**config.mk**
```make
export PLATFORM = sky130hd
export DESIGN_NAME = piecewise_linear_membership
export DESIGN_NICKNAME = d
export VERILOG_FILES = /design/src/rtl/core/pwlm_pkg.sv /design/src/rtl/core/piecewise_linear_membership.sv /design/src/rtl/core/pwlm_div.sv
export SDC_FILE = /design/constraint.sdc
export NUM_CORES = 1
export LEC_CHECK = 0
export ABC_AREA = 1
export BUFFER_PORTS_ARGS = -buffer_cell sky130_fd_sc_hd__buf_2
export CAP_MARGIN = 20
export CORE_MARGIN = 5
export CORE_UTILIZATION = 56
export CTS_BUF_LIST = sky130_fd_sc_hd__clkbuf_16
export DETAILED_ROUTE_END_ITERATION = 12
export GPL_TIMING_DRIVEN = 1
export MAX_ROUTING_LAYER = met4
export PLACE_DENSITY_LB_ADDON = 0.05
export SYNTH_ARGS = -nofsm -noshare
export SYNTH_HDL_FRONTEND = slang
export SYNTH_HIERARCHICAL = 1
export SYNTH_SLANG_ARGS = --single-unit
```
**constraint.sdc**
```tcl
create_clock -name clk -period 4.8 [get_ports clk]
set_input_delay 1.44 -clock clk [delete_from_list [all_inputs] [get_ports clk]]
set_output_delay 1.44 -clock clk [all_outputs]
set_load 0.05 [all_outputs]
```
**src/rtl/core/pwlm_pkg.sv**
```systemverilog
// ----------------------------------------------------------------------------
// pwlm_pkg
// Shared types and constants for the piecewise linear membership block:
// register map, sequencer states, level format and the unity cap.
// ----------------------------------------------------------------------------
package pwlm_pkg;

	// configuration port shape
	localparam int CFG_IDX_W  = 3;
	localparam int CFG_DATA_W = 64;

	// register map
	localparam logic [CFG_IDX_W-1:0] REG_COUNT  = 3'd0;
	localparam logic [CFG_IDX_W-1:0] REG_X0     = 3'd1;
	localparam logic [CFG_IDX_W-1:0] REG_X1     = 3'd2;
	localparam logic [CFG_IDX_W-1:0] REG_X2     = 3'd3;
	localparam logic [CFG_IDX_W-1:0] REG_X3     = 3'd4;
	localparam logic [CFG_IDX_W-1:0] REG_LEVELS = 3'd5;

	// breakpoint storage
	localparam int NUM_XREG = 4;
	localparam int PIDX_W   = 2;
	localparam int COUNT_W  = 3;
	localparam logic [COUNT_W-1:0] MIN_POINTS = 3'd2;

	// Q1.15 levels and quotient
	localparam int LEVEL_W = 16;
	localparam int QUOT_W  = 16;
	localparam logic [LEVEL_W-1:0] ONE_Q15 = 16'h8000;

	// sequencer states
	typedef enum logic [2:0] {
		ST_IDLE,
		ST_SCAN,
		ST_SETUP,
		ST_DIV,
		ST_FIN
	} pwlm_state_t;

	// clamp a level or quotient to 1.0
	function automatic logic [LEVEL_W-1:0] cap_one(input logic [LEVEL_W-1:0] v);
		return (v > ONE_Q15) ? ONE_Q15 : v;
	endfunction

endpackage

```
**src/rtl/core/piecewise_linear_membership.sv**
```systemverilog
// ----------------------------------------------------------------------------
// piecewise_linear_membership
// Fuzzy membership over up to four breakpoints: segment search, then a
// bit-serial division for sloped segments, result held in an output register.
// ----------------------------------------------------------------------------
// One request is worked on at a time. After it is taken the sequencer scans
// the breakpoints one per cycle, picks the segment in ST_SETUP, and for a
// sloped segment runs the restoring divider, one quotient bit per cycle,
// then hands the quotient over; flat or out-of-span samples skip the divider.
// The result waits in ST_FIN until the output register can take it, and the
// next request is taken once the sequencer is back in ST_IDLE. A new request
// is taken while a finished result still waits in the output register; a
// second finished result waits, with the input stalled, until that one is
// taken. Configuration must be written only while the block is idle; the
// block itself does not enforce this, and cfg_ready is always high.
module piecewise_linear_membership #(
	parameter int MAX_POINTS = 4,
	parameter int X_WIDTH    = 16
) (
	input  logic                                clk,
	input  logic                                arst_n,
	// configuration writes
	input  logic                                cfg_valid,
	output logic                                cfg_ready,
	input  logic [pwlm_pkg::CFG_IDX_W-1:0]      cfg_index,
	input  logic [pwlm_pkg::CFG_DATA_W-1:0]     cfg_data,
	// input request
	input  logic                                in_valid,
	output logic                                in_stall,
	input  logic signed [X_WIDTH-1:0]           sample_x,
	// result request
	output logic                                out_valid,
	input  logic                                out_stall,
	output logic [pwlm_pkg::LEVEL_W-1:0]        degree,
	output logic                                in_range
);
	import pwlm_pkg::*;

	localparam logic [PIDX_W-1:0]  LAST_IDX  = PIDX_W'(MAX_POINTS - 1);
	localparam logic [COUNT_W-1:0] MAX_COUNT = COUNT_W'(MAX_POINTS);

	// configuration registers
	logic [COUNT_W-1:0]        count_q;
	logic signed [X_WIDTH-1:0] point_x_q [NUM_XREG];
	logic [CFG_DATA_W-1:0]     level_q;

	// sequencer
	pwlm_state_t               state_q, state_d;
	logic [PIDX_W-1:0]         idx_q;
	logic signed [X_WIDTH-1:0] x_q;
	logic                      any_le_q, any_ge_q;
	logic                      up_run_q, s_valid_q, e_valid_q;
	logic [PIDX_W-1:0]         s_idx_q, e_idx_q;
	logic [LEVEL_W-1:0]        res_deg_q;
	logic                      res_rng_q;

	// output register
	logic                      out_valid_q;
	logic [LEVEL_W-1:0]        degree_q;
	logic                      in_range_q;

	// combinational
	logic                      in_take;
	logic                      out_take;
	logic                      out_load;
	logic [COUNT_W-1:0]        cnt_eff;
	logic                      in_use;
	logic signed [X_WIDTH-1:0] xi;
	logic signed [X_WIDTH-1:0] xs, xe;
	logic [LEVEL_W-1:0]        ys, ye;
	logic [X_WIDTH:0]          denom_w, num_up_w, num_dn_w;
	logic                      span_ok;
	logic                      flat_w;
	logic                      div_start;
	logic [X_WIDTH-1:0]        div_num;
	logic                      div_done;
	logic [QUOT_W-1:0]         div_quot;
	logic                      res_load;
	logic [LEVEL_W-1:0]        res_deg_d;
	logic                      res_rng_d;

	assign cfg_ready = 1'b1;
	assign in_stall  = (state_q != ST_IDLE);
	assign in_take   = in_valid && !in_stall;
	assign out_take  = out_valid_q && !out_stall;

	// configuration writes
	always_ff @(posedge clk or negedge arst_n) begin
		if (!arst_n) begin
			count_q <= '0;
			for (int i = 0; i < NUM_XREG; i++) begin
				point_x_q[i] <= '0;
			end
			level_q <= '0;
		end else if (cfg_valid && cfg_ready) begin
			case (cfg_index)
				REG_COUNT:  count_q      <= cfg_data[COUNT_W-1:0];
				REG_X0:     point_x_q[0] <= cfg_data[X_WIDTH-1:0];
				REG_X1:     point_x_q[1] <= cfg_data[X_WIDTH-1:0];
				REG_X2:     point_x_q[2] <= cfg_data[X_WIDTH-1:0];
				REG_X3:     point_x_q[3] <= cfg_data[X_WIDTH-1:0];
				REG_LEVELS: level_q      <= cfg_data;
				default: ;
			endcase
		end
	end

	// breakpoints in use, count saturated
	assign cnt_eff = (count_q > MAX_COUNT) ? MAX_COUNT : count_q;
	assign in_use  = ({1'b0, idx_q} < cnt_eff);
	assign xi      = point_x_q[idx_q];

	// segment endpoints and differences
	assign xs       = point_x_q[s_idx_q];
	assign xe       = point_x_q[e_idx_q];
	assign ys       = level_q[LEVEL_W*s_idx_q +: LEVEL_W];
	assign ye       = level_q[LEVEL_W*e_idx_q +: LEVEL_W];
	assign denom_w  = {xe[X_WIDTH-1], xe} - {xs[X_WIDTH-1], xs};
	assign num_up_w = {x_q[X_WIDTH-1], x_q} - {xs[X_WIDTH-1], xs};
	assign num_dn_w = {xe[X_WIDTH-1], xe} - {x_q[X_WIDTH-1], x_q};
	assign span_ok  = (cnt_eff >= MIN_POINTS) && any_le_q && any_ge_q;
	assign flat_w   = (ye == ys) || denom_w[X_WIDTH] || (denom_w == '0);
	assign div_num  = (ye > ys) ? num_up_w[X_WIDTH-1:0] : num_dn_w[X_WIDTH-1:0];

	// state register
	always_ff @(posedge clk or negedge arst_n) begin
		if (!arst_n) begin
			state_q <= ST_IDLE;
		end else begin
			state_q <= state_d;
		end
	end

	// next state and result selection
	always_comb begin
		state_d   = state_q;
		div_start = 1'b0;
		res_load  = 1'b0;
		res_deg_d = '0;
		res_rng_d = 1'b0;
		out_load  = 1'b0;
		unique case (state_q)
			ST_IDLE: begin
				if (in_take) state_d = ST_SCAN;
			end
			ST_SCAN: begin
				if (idx_q == LAST_IDX) state_d = ST_SETUP;
			end
			ST_SETUP: begin
				res_rng_d = span_ok;
				if (!span_ok || !s_valid_q || !e_valid_q) begin
					res_load = 1'b1;
					state_d  = ST_FIN;
				end else if (flat_w) begin
					res_load  = 1'b1;
					res_deg_d = cap_one(ys);
					state_d   = ST_FIN;
				end else begin
					div_start = 1'b1;
					state_d   = ST_DIV;
				end
			end
			ST_DIV: begin
				res_rng_d = 1'b1;
				res_deg_d = cap_one(div_quot);
				if (div_done) begin
					res_load = 1'b1;
					state_d  = ST_FIN;
				end
			end
			ST_FIN: begin
				if (!out_valid_q || !out_stall) begin
					out_load = 1'b1;
					state_d  = ST_IDLE;
				end
			end
			default: state_d = ST_IDLE;
		endcase
	end

	// scan bookkeeping: span flags and segment start and end search
	always_ff @(posedge clk or negedge arst_n) begin
		if (!arst_n) begin
			idx_q     <= '0;
			any_le_q  <= 1'b0;
			any_ge_q  <= 1'b0;
			up_run_q  <= 1'b0;
			s_valid_q <= 1'b0;
			e_valid_q <= 1'b0;
		end else if (in_take) begin
			idx_q     <= '0;
			any_le_q  <= 1'b0;
			any_ge_q  <= 1'b0;
			up_run_q  <= 1'b1;
			s_valid_q <= 1'b0;
			e_valid_q <= 1'b0;
		end else if (state_q == ST_SCAN) begin
			idx_q <= idx_q + 1'b1;
			if (in_use) begin
				if (xi <= x_q) any_le_q <= 1'b1;
				if (xi >= x_q) any_ge_q <= 1'b1;
				// start: last point of the upward run with x at or above it
				if (up_run_q && (x_q >= xi)) begin
					s_valid_q <= 1'b1;
				end else begin
					up_run_q <= 1'b0;
				end
				// end: first point of the closing run with x at or below it
				if (x_q <= xi) begin
					if (!e_valid_q) e_valid_q <= 1'b1;
				end else begin
					e_valid_q <= 1'b0;
				end
			end
		end
	end

	// scan payload: sample and endpoint indexes
	always_ff @(posedge clk) begin
		if (in_take) begin
			x_q <= sample_x;
		end else if ((state_q == ST_SCAN) && in_use) begin
			if (up_run_q && (x_q >= xi)) s_idx_q <= idx_q;
			if ((x_q <= xi) && !e_valid_q) e_idx_q <= idx_q;
		end
	end

	// finished result awaiting the output register
	always_ff @(posedge clk) begin
		if (res_load) begin
			res_deg_q <= res_deg_d;
			res_rng_q <= res_rng_d;
		end
	end

	// output register
	always_ff @(posedge clk or negedge arst_n) begin
		if (!arst_n) begin
			out_valid_q <= 1'b0;
		end else if (out_load) begin
			out_valid_q <= 1'b1;
		end else if (out_take) begin
			out_valid_q <= 1'b0;
		end
	end

	always_ff @(posedge clk) begin
		if (out_load) begin
			degree_q   <= res_deg_q;
			in_range_q <= res_rng_q;
		end
	end

	assign out_valid = out_valid_q;
	assign degree    = degree_q;
	assign in_range  = in_range_q;

	// bit-serial divider for sloped segments
	pwlm_div #(
		.X_WIDTH (X_WIDTH)
	) u_div (
		.clk    (clk),
		.arst_n (arst_n),
		.start  (div_start),
		.num    (div_num),
		.den    (denom_w[X_WIDTH-1:0]),
		.done   (div_done),
		.quot   (div_quot)
	);

	// checks
	a_deg_cap: assert property (@(posedge clk) disable iff (!arst_n)
		out_valid |-> (degree <= ONE_Q15))
		else $error("degree above unity");

	a_out_of_span_zero: assert property (@(posedge clk) disable iff (!arst_n)
		(out_valid && !in_range) |-> (degree == '0))
		else $error("non-zero degree outside span");

	a_div_done_state: assert property (@(posedge clk) disable iff (!arst_n)
		div_done |-> (state_q == ST_DIV))
		else $error("divider finished outside divide state");

	a_load_from_fin: assert property (@(posedge clk) disable iff (!arst_n)
		($rose(out_valid) && $past(arst_n)) |-> ($past(state_q) == ST_FIN))
		else $error("result presented without finishing");

endmodule

```
**src/rtl/core/pwlm_div.sv**
```systemverilog
// ----------------------------------------------------------------------------
// pwlm_div
// Restoring divider, one quotient bit per cycle, for num * 2^15 / den with
// num <= den; the quotient shifts in msb first.
// ----------------------------------------------------------------------------
module pwlm_div #(
	parameter int X_WIDTH = 16
) (
	input  logic                       clk,
	input  logic                       arst_n,
	input  logic                       start,
	input  logic [X_WIDTH-1:0]         num,
	input  logic [X_WIDTH-1:0]         den,
	output logic                       done,
	output logic [pwlm_pkg::QUOT_W-1:0] quot
);
	import pwlm_pkg::*;

	localparam int ITER_W = $clog2(QUOT_W);
	localparam logic [ITER_W-1:0] LAST_ITER = ITER_W'(QUOT_W - 1);

	logic                busy_q;
	logic                done_q;
	logic [ITER_W-1:0]   iter_q;
	logic [X_WIDTH:0]    rem_q;
	logic [X_WIDTH:0]    den_q;
	logic [QUOT_W-1:0]   quot_q;
	logic                bit_w;
	logic [X_WIDTH:0]    diff_w;
	logic [X_WIDTH:0]    next_rem_w;

	// trial subtract
	assign bit_w      = (rem_q >= den_q);
	assign diff_w     = bit_w ? (rem_q - den_q) : rem_q;
	assign next_rem_w = {diff_w[X_WIDTH-1:0], 1'b0};

	// control: iteration count and finish pulse
	always_ff @(posedge clk or negedge arst_n) begin
		if (!arst_n) begin
			busy_q <= 1'b0;
			done_q <= 1'b0;
			iter_q <= '0;
		end else begin
			done_q <= 1'b0;
			if (start) begin
				busy_q <= 1'b1;
				iter_q <= '0;
			end else if (busy_q) begin
				iter_q <= iter_q + 1'b1;
				if (iter_q == LAST_ITER) begin
					busy_q <= 1'b0;
					done_q <= 1'b1;
				end
			end
		end
	end

	// datapath: remainder and quotient shift registers
	always_ff @(posedge clk) begin
		if (start) begin
			rem_q  <= {1'b0, num};
			den_q  <= {1'b0, den};
			quot_q <= '0;
		end else if (busy_q) begin
			rem_q  <= next_rem_w;
			quot_q <= {quot_q[QUOT_W-2:0], bit_w};
		end
	end

	assign done = done_q;
	assign quot = quot_q;

endmodule
```
==> results.sh <==
export IMPL_rrSetupSlack_ns=0.38
export IMPL_cts_resized=0
export IMPL_worstHoldStart="res_rng_q"
export IMPL_rr_worst_depth=22
export IMPL_synth_top_cell_area_share_pct=22.5
export IMPL_synth_area_leaders="dfrtp_1 23%, edfxtp_1 16%, nand2_1 13%"
export IMPL_start_kind="flip-flop"
export IMPL_wl_per_cell_um=18.1
export IMPL_dieHeight_um=181
export IMPL_cpMaxStageDelayCell="clkinv_1"
export IMPL_cp_cell_sequence="clkinvlp_4 > buf_4 > o21ai_0 > o22ai_1 > ha_1 > nand2_1 > nand2_1 > inv_1 > nand2_1 > nand2_1 > nand2_1 > nand2_1 > nand2_1 > nand2_1 > nand2_1 > nor2_1 > nand3_2 > nand3_1 > inv_1 > clkinv_1 > nand3_1 > nand2_1"
export IMPL_post_cts_setup_buffer_count=0
export IMPL_setup_viol=0
export IMPL_path_max_fanout=19
export IMPL_max_freq_mhz=226
export IMPL_drt_iter0_markers=1440
export IMPL_min_to="in_range"
export IMPL_htree_levels=1
export IMPL_cts_root_buf="clkbuf_16"
export IMPL_ys_flop_type="dfrtp_1"
export IMPL_vias_per_cell=5.66
export IMPL_clock_skew_ns=0.0408
export IMPL_place_hpwl_mm=36.5
export IMPL_grt_max_degree=76
export IMPL_drt_wl_total_mm=48.0
export IMPL_num_antenna_cells=0
export IMPL_cts_made_buffers=29
export IMPL_cts_sinks=251
export IMPL_grt_pass1_vias=14020
export IMPL_crit_top_cell="nand2_1"
export IMPL_r2r_end="u_div/rem_q[5]"
export IMPL_die_area_sq_um=32900
export IMPL_worstPathRequired_ns=5.08
export IMPL_yosysWarnings=6
export IMPL_tightest_slew_ns=1.10
export IMPL_crit_path_max_incr_delay_ns=0.47
export IMPL_power_switching_mw=4.64
export IMPL_syn_area_sq_um=16400
export IMPL_wl_met2_mm=22.1
export IMPL_port_buffers=106
export IMPL_hold_path_class="reg -> reg"
export IMPL_cts_tree="yes"
export IMPL_design_area_sq_um=18300
export IMPL_dr_pass1_iters=5
export IMPL_top_layer="met4"
export IMPL_avgSynthCellArea_sq_um=7.61
export IMPL_switching_share_pct=44.8
export IMPL_critPathTopFamily="simple AND/OR/NAND/NOR gates"
export IMPL_pwr_share_seq_pct=30.3
export IMPL_combPwrFrac_pct=49.0
export IMPL_r2r_start="e_idx_q[0]"
export IMPL_synthCells=2160
export IMPL_cts_hold_buf=0
export IMPL_grt_pass1_wl_mm=76.4
export IMPL_power_density_nw_per_um2=567
export IMPL_die_w_um=181
export IMPL_whs_path_depth=0
export IMPL_nFillCells=2580
export IMPL_start_util_pct=57.0
export IMPL_pin_count=108
export IMPL_max_cap_violations=0
export IMPL_drc=0
export IMPL_synth_edff_count=86
export IMPL_synth_area_leader_cell="dfrtp_1"
export IMPL_p_int_mw=5.72
export IMPL_vias=15011
export IMPL_antenna_found_initial=0
export IMPL_cp_num_buf_inv=5
export IMPL_slew_headroom_pct=26.5
export IMPL_route_met3_wl_mm=3.58
export IMPL_synth_nets=2349
export IMPL_path_clk_slew_ns=0.06
export IMPL_tns_ns=0
export IMPL_ys_ff_latch=251
export IMPL_ir_drop_mv=0.427
export IMPL_rsz0062_at_grt="false"
export IMPL_path_class="reg -> reg"
export IMPL_postRouteAntennaNets=0
export IMPL_synth_cell_types=52
export IMPL_outcome="completed"
export IMPL_finalHoldViolCount=0
export IMPL_cp_end_kind="flip-flop"
export IMPL_syn2layout_area_growth_pct=11.2
export IMPL_ys_seq_area_share_pct=40.3
export IMPL_drive_above_1_share_pct=11.3
export IMPL_clock_path_buffers=3
export IMPL_grt_use_total_pct=29.4
export IMPL_rows=62
export IMPL_period_needed_ns=4.42
export IMPL_design_core_area_sq_um=28900
export IMPL_place_congestion=0.986
export IMPL_final_nets=2437
export IMPL_fin_crit_sh_pct=92.1
export IMPL_place_area_sq_um=17400
export IMPL_leakagePower_nw=8.97
export IMPL_hold_ws_ns=0.422
export IMPL_clock_latency_ns=0.57
export IMPL_drt_met1_wl_mm=21.1
export IMPL_maxSlewViolCount=0
export IMPL_clkPwrFrac_pct=20.7
export IMPL_cp_arrival_ns=4.71
export IMPL_overflow=0
export IMPL_synthArstFlopShare_pct=59.0
-- metrics by stage --
stage	worst slack [ns]	std cells	utilization [%]	power (mW)
after floorplan	0.170	2160	-	6.65
after global placement	0.521	2601	60.1	8.05
after detailed placement	0.360	2601	60.1	8.14
after CTS	0.319	2652	63.3	10.3
after global routing	0.0352	2652	63.3	11.2
final	0.378	2652	63.3	10.4
-- power groups by stage --
stage | Combinational, mW | Sequential (mW) | Clock (mW)
after detailed placement | 4.98 | 3.16 | 0
after global routing | 5.70 | 3.19 | 2.28
after floorplan | 3.56 | 3.09 | 0
final | 5.08 | 3.14 | 2.14
after global placement | 4.90 | 3.15 | 0
after CTS | 5.00 | 3.13 | 2.18
-- sequential cells by signal, summed over array words and instances, names as in the netlist, 2 cells and up --
register      count
idx_q             2
u_div/quot       16
degree           16
point_x_q        64
res_deg_q        16
x_q              16
state_q           3
u_div/iter_q      4
level_q          64
s_idx_q           2
e_idx_q           2
u_div/rem_q      17
count_q           3
u_div/den_q      16
-- kinds of logic after synthesis --
logic type	Yosys count	share of synthesized area (%)
and+or+nand+nor	950	24.0
AOI/OAI and AO/OA	433	14.2
xor gates and xnor gates	41	2.18
buffers and inverters	335	8.13
adders and majority gates	101	7.87
DFF	251	40.3
muxes	48	3.29
other	1	0.0228
-- cell usage in the layout (no fill, tap or decap), drive strengths merged, types with 3 or more instances in the layout --
master / instances
nand2: 567
inv: 260
o21ai: 249
nor2: 208
dfrtp: 148
buf: 141
a21oi: 104
nand3: 102
ha: 97
edfxtp: 86
mux2: 48
o22ai: 44
clkbuf: 31
nor3: 26
xor2: 22
nand3b: 20
xnor2: 19
nand4: 17
dfxtp: 17
clkinv: 8
o21a: 6
a31oi: 6
and2: 5
nor4: 5
o21bai: 4
a21o: 4
fa: 4
a32oi: 3
-- how the worst max path moves through the flow --
stage | startpoint | to | slack (ns) | cells after the start
4_1_cts | e_idx_q[0] | u_div/rem_q[5] | 0.32 | 22
6_report | e_idx_q[0] | u_div/rem_q[5] | 0.38 | 22
3_3_place_gp | e_idx_q[0] | u_div/rem_q[12] | 0.52 | 19
2_1_floorplan | s_idx_q[0] | u_div/rem_q[0] | 0.17 | 22
5_1_grt | e_idx_q[0] | u_div/rem_q[5] | 0.04 | 22
3_5_place_dp | e_idx_q[0] | u_div/rem_q[9] | 0.36 | 22
-- Yosys cell counts, types with 9 or more instances --
cell type and count:
buf_2 9, nand4_1 17, dfxtp_1 17, mux2_2 48, a21oi_1 104, nor2_1 199
xor2_1 22, inv_1 245, nand2_1 564, edfxtp_1 86, clkbuf_1 56, nand3_1 98
nand3b_1 20, o21ai_0 241, dfrtp_1 148, xnor2_1 19, o22ai_1 44, ha_1 97
nor3_1 25
-- metal layers --
metal | GRT usage [%] | vias to the layer above
met5 | - | -
met4 | 7.51 | 0
met3 | 4.10 | 88
met2 | 45.3 | 613
met1 | 41.4 | 6995
li1 | - | 7315
-- cell type report --
cell class	count	area, sq um	share of cell area [%]
Timing Repair Buffer	141	825	4.51
Clock buffer	31	776	4.24
Sequential cell	251	6630	36.3
Multi-Input combinational cell	1574	8480	46.4
Clock inverter	20	145	0.794
Tap cell	384	480	2.63
Inverter	251	946	5.17
No activity file was read; power rests on OpenSTA's default activity.
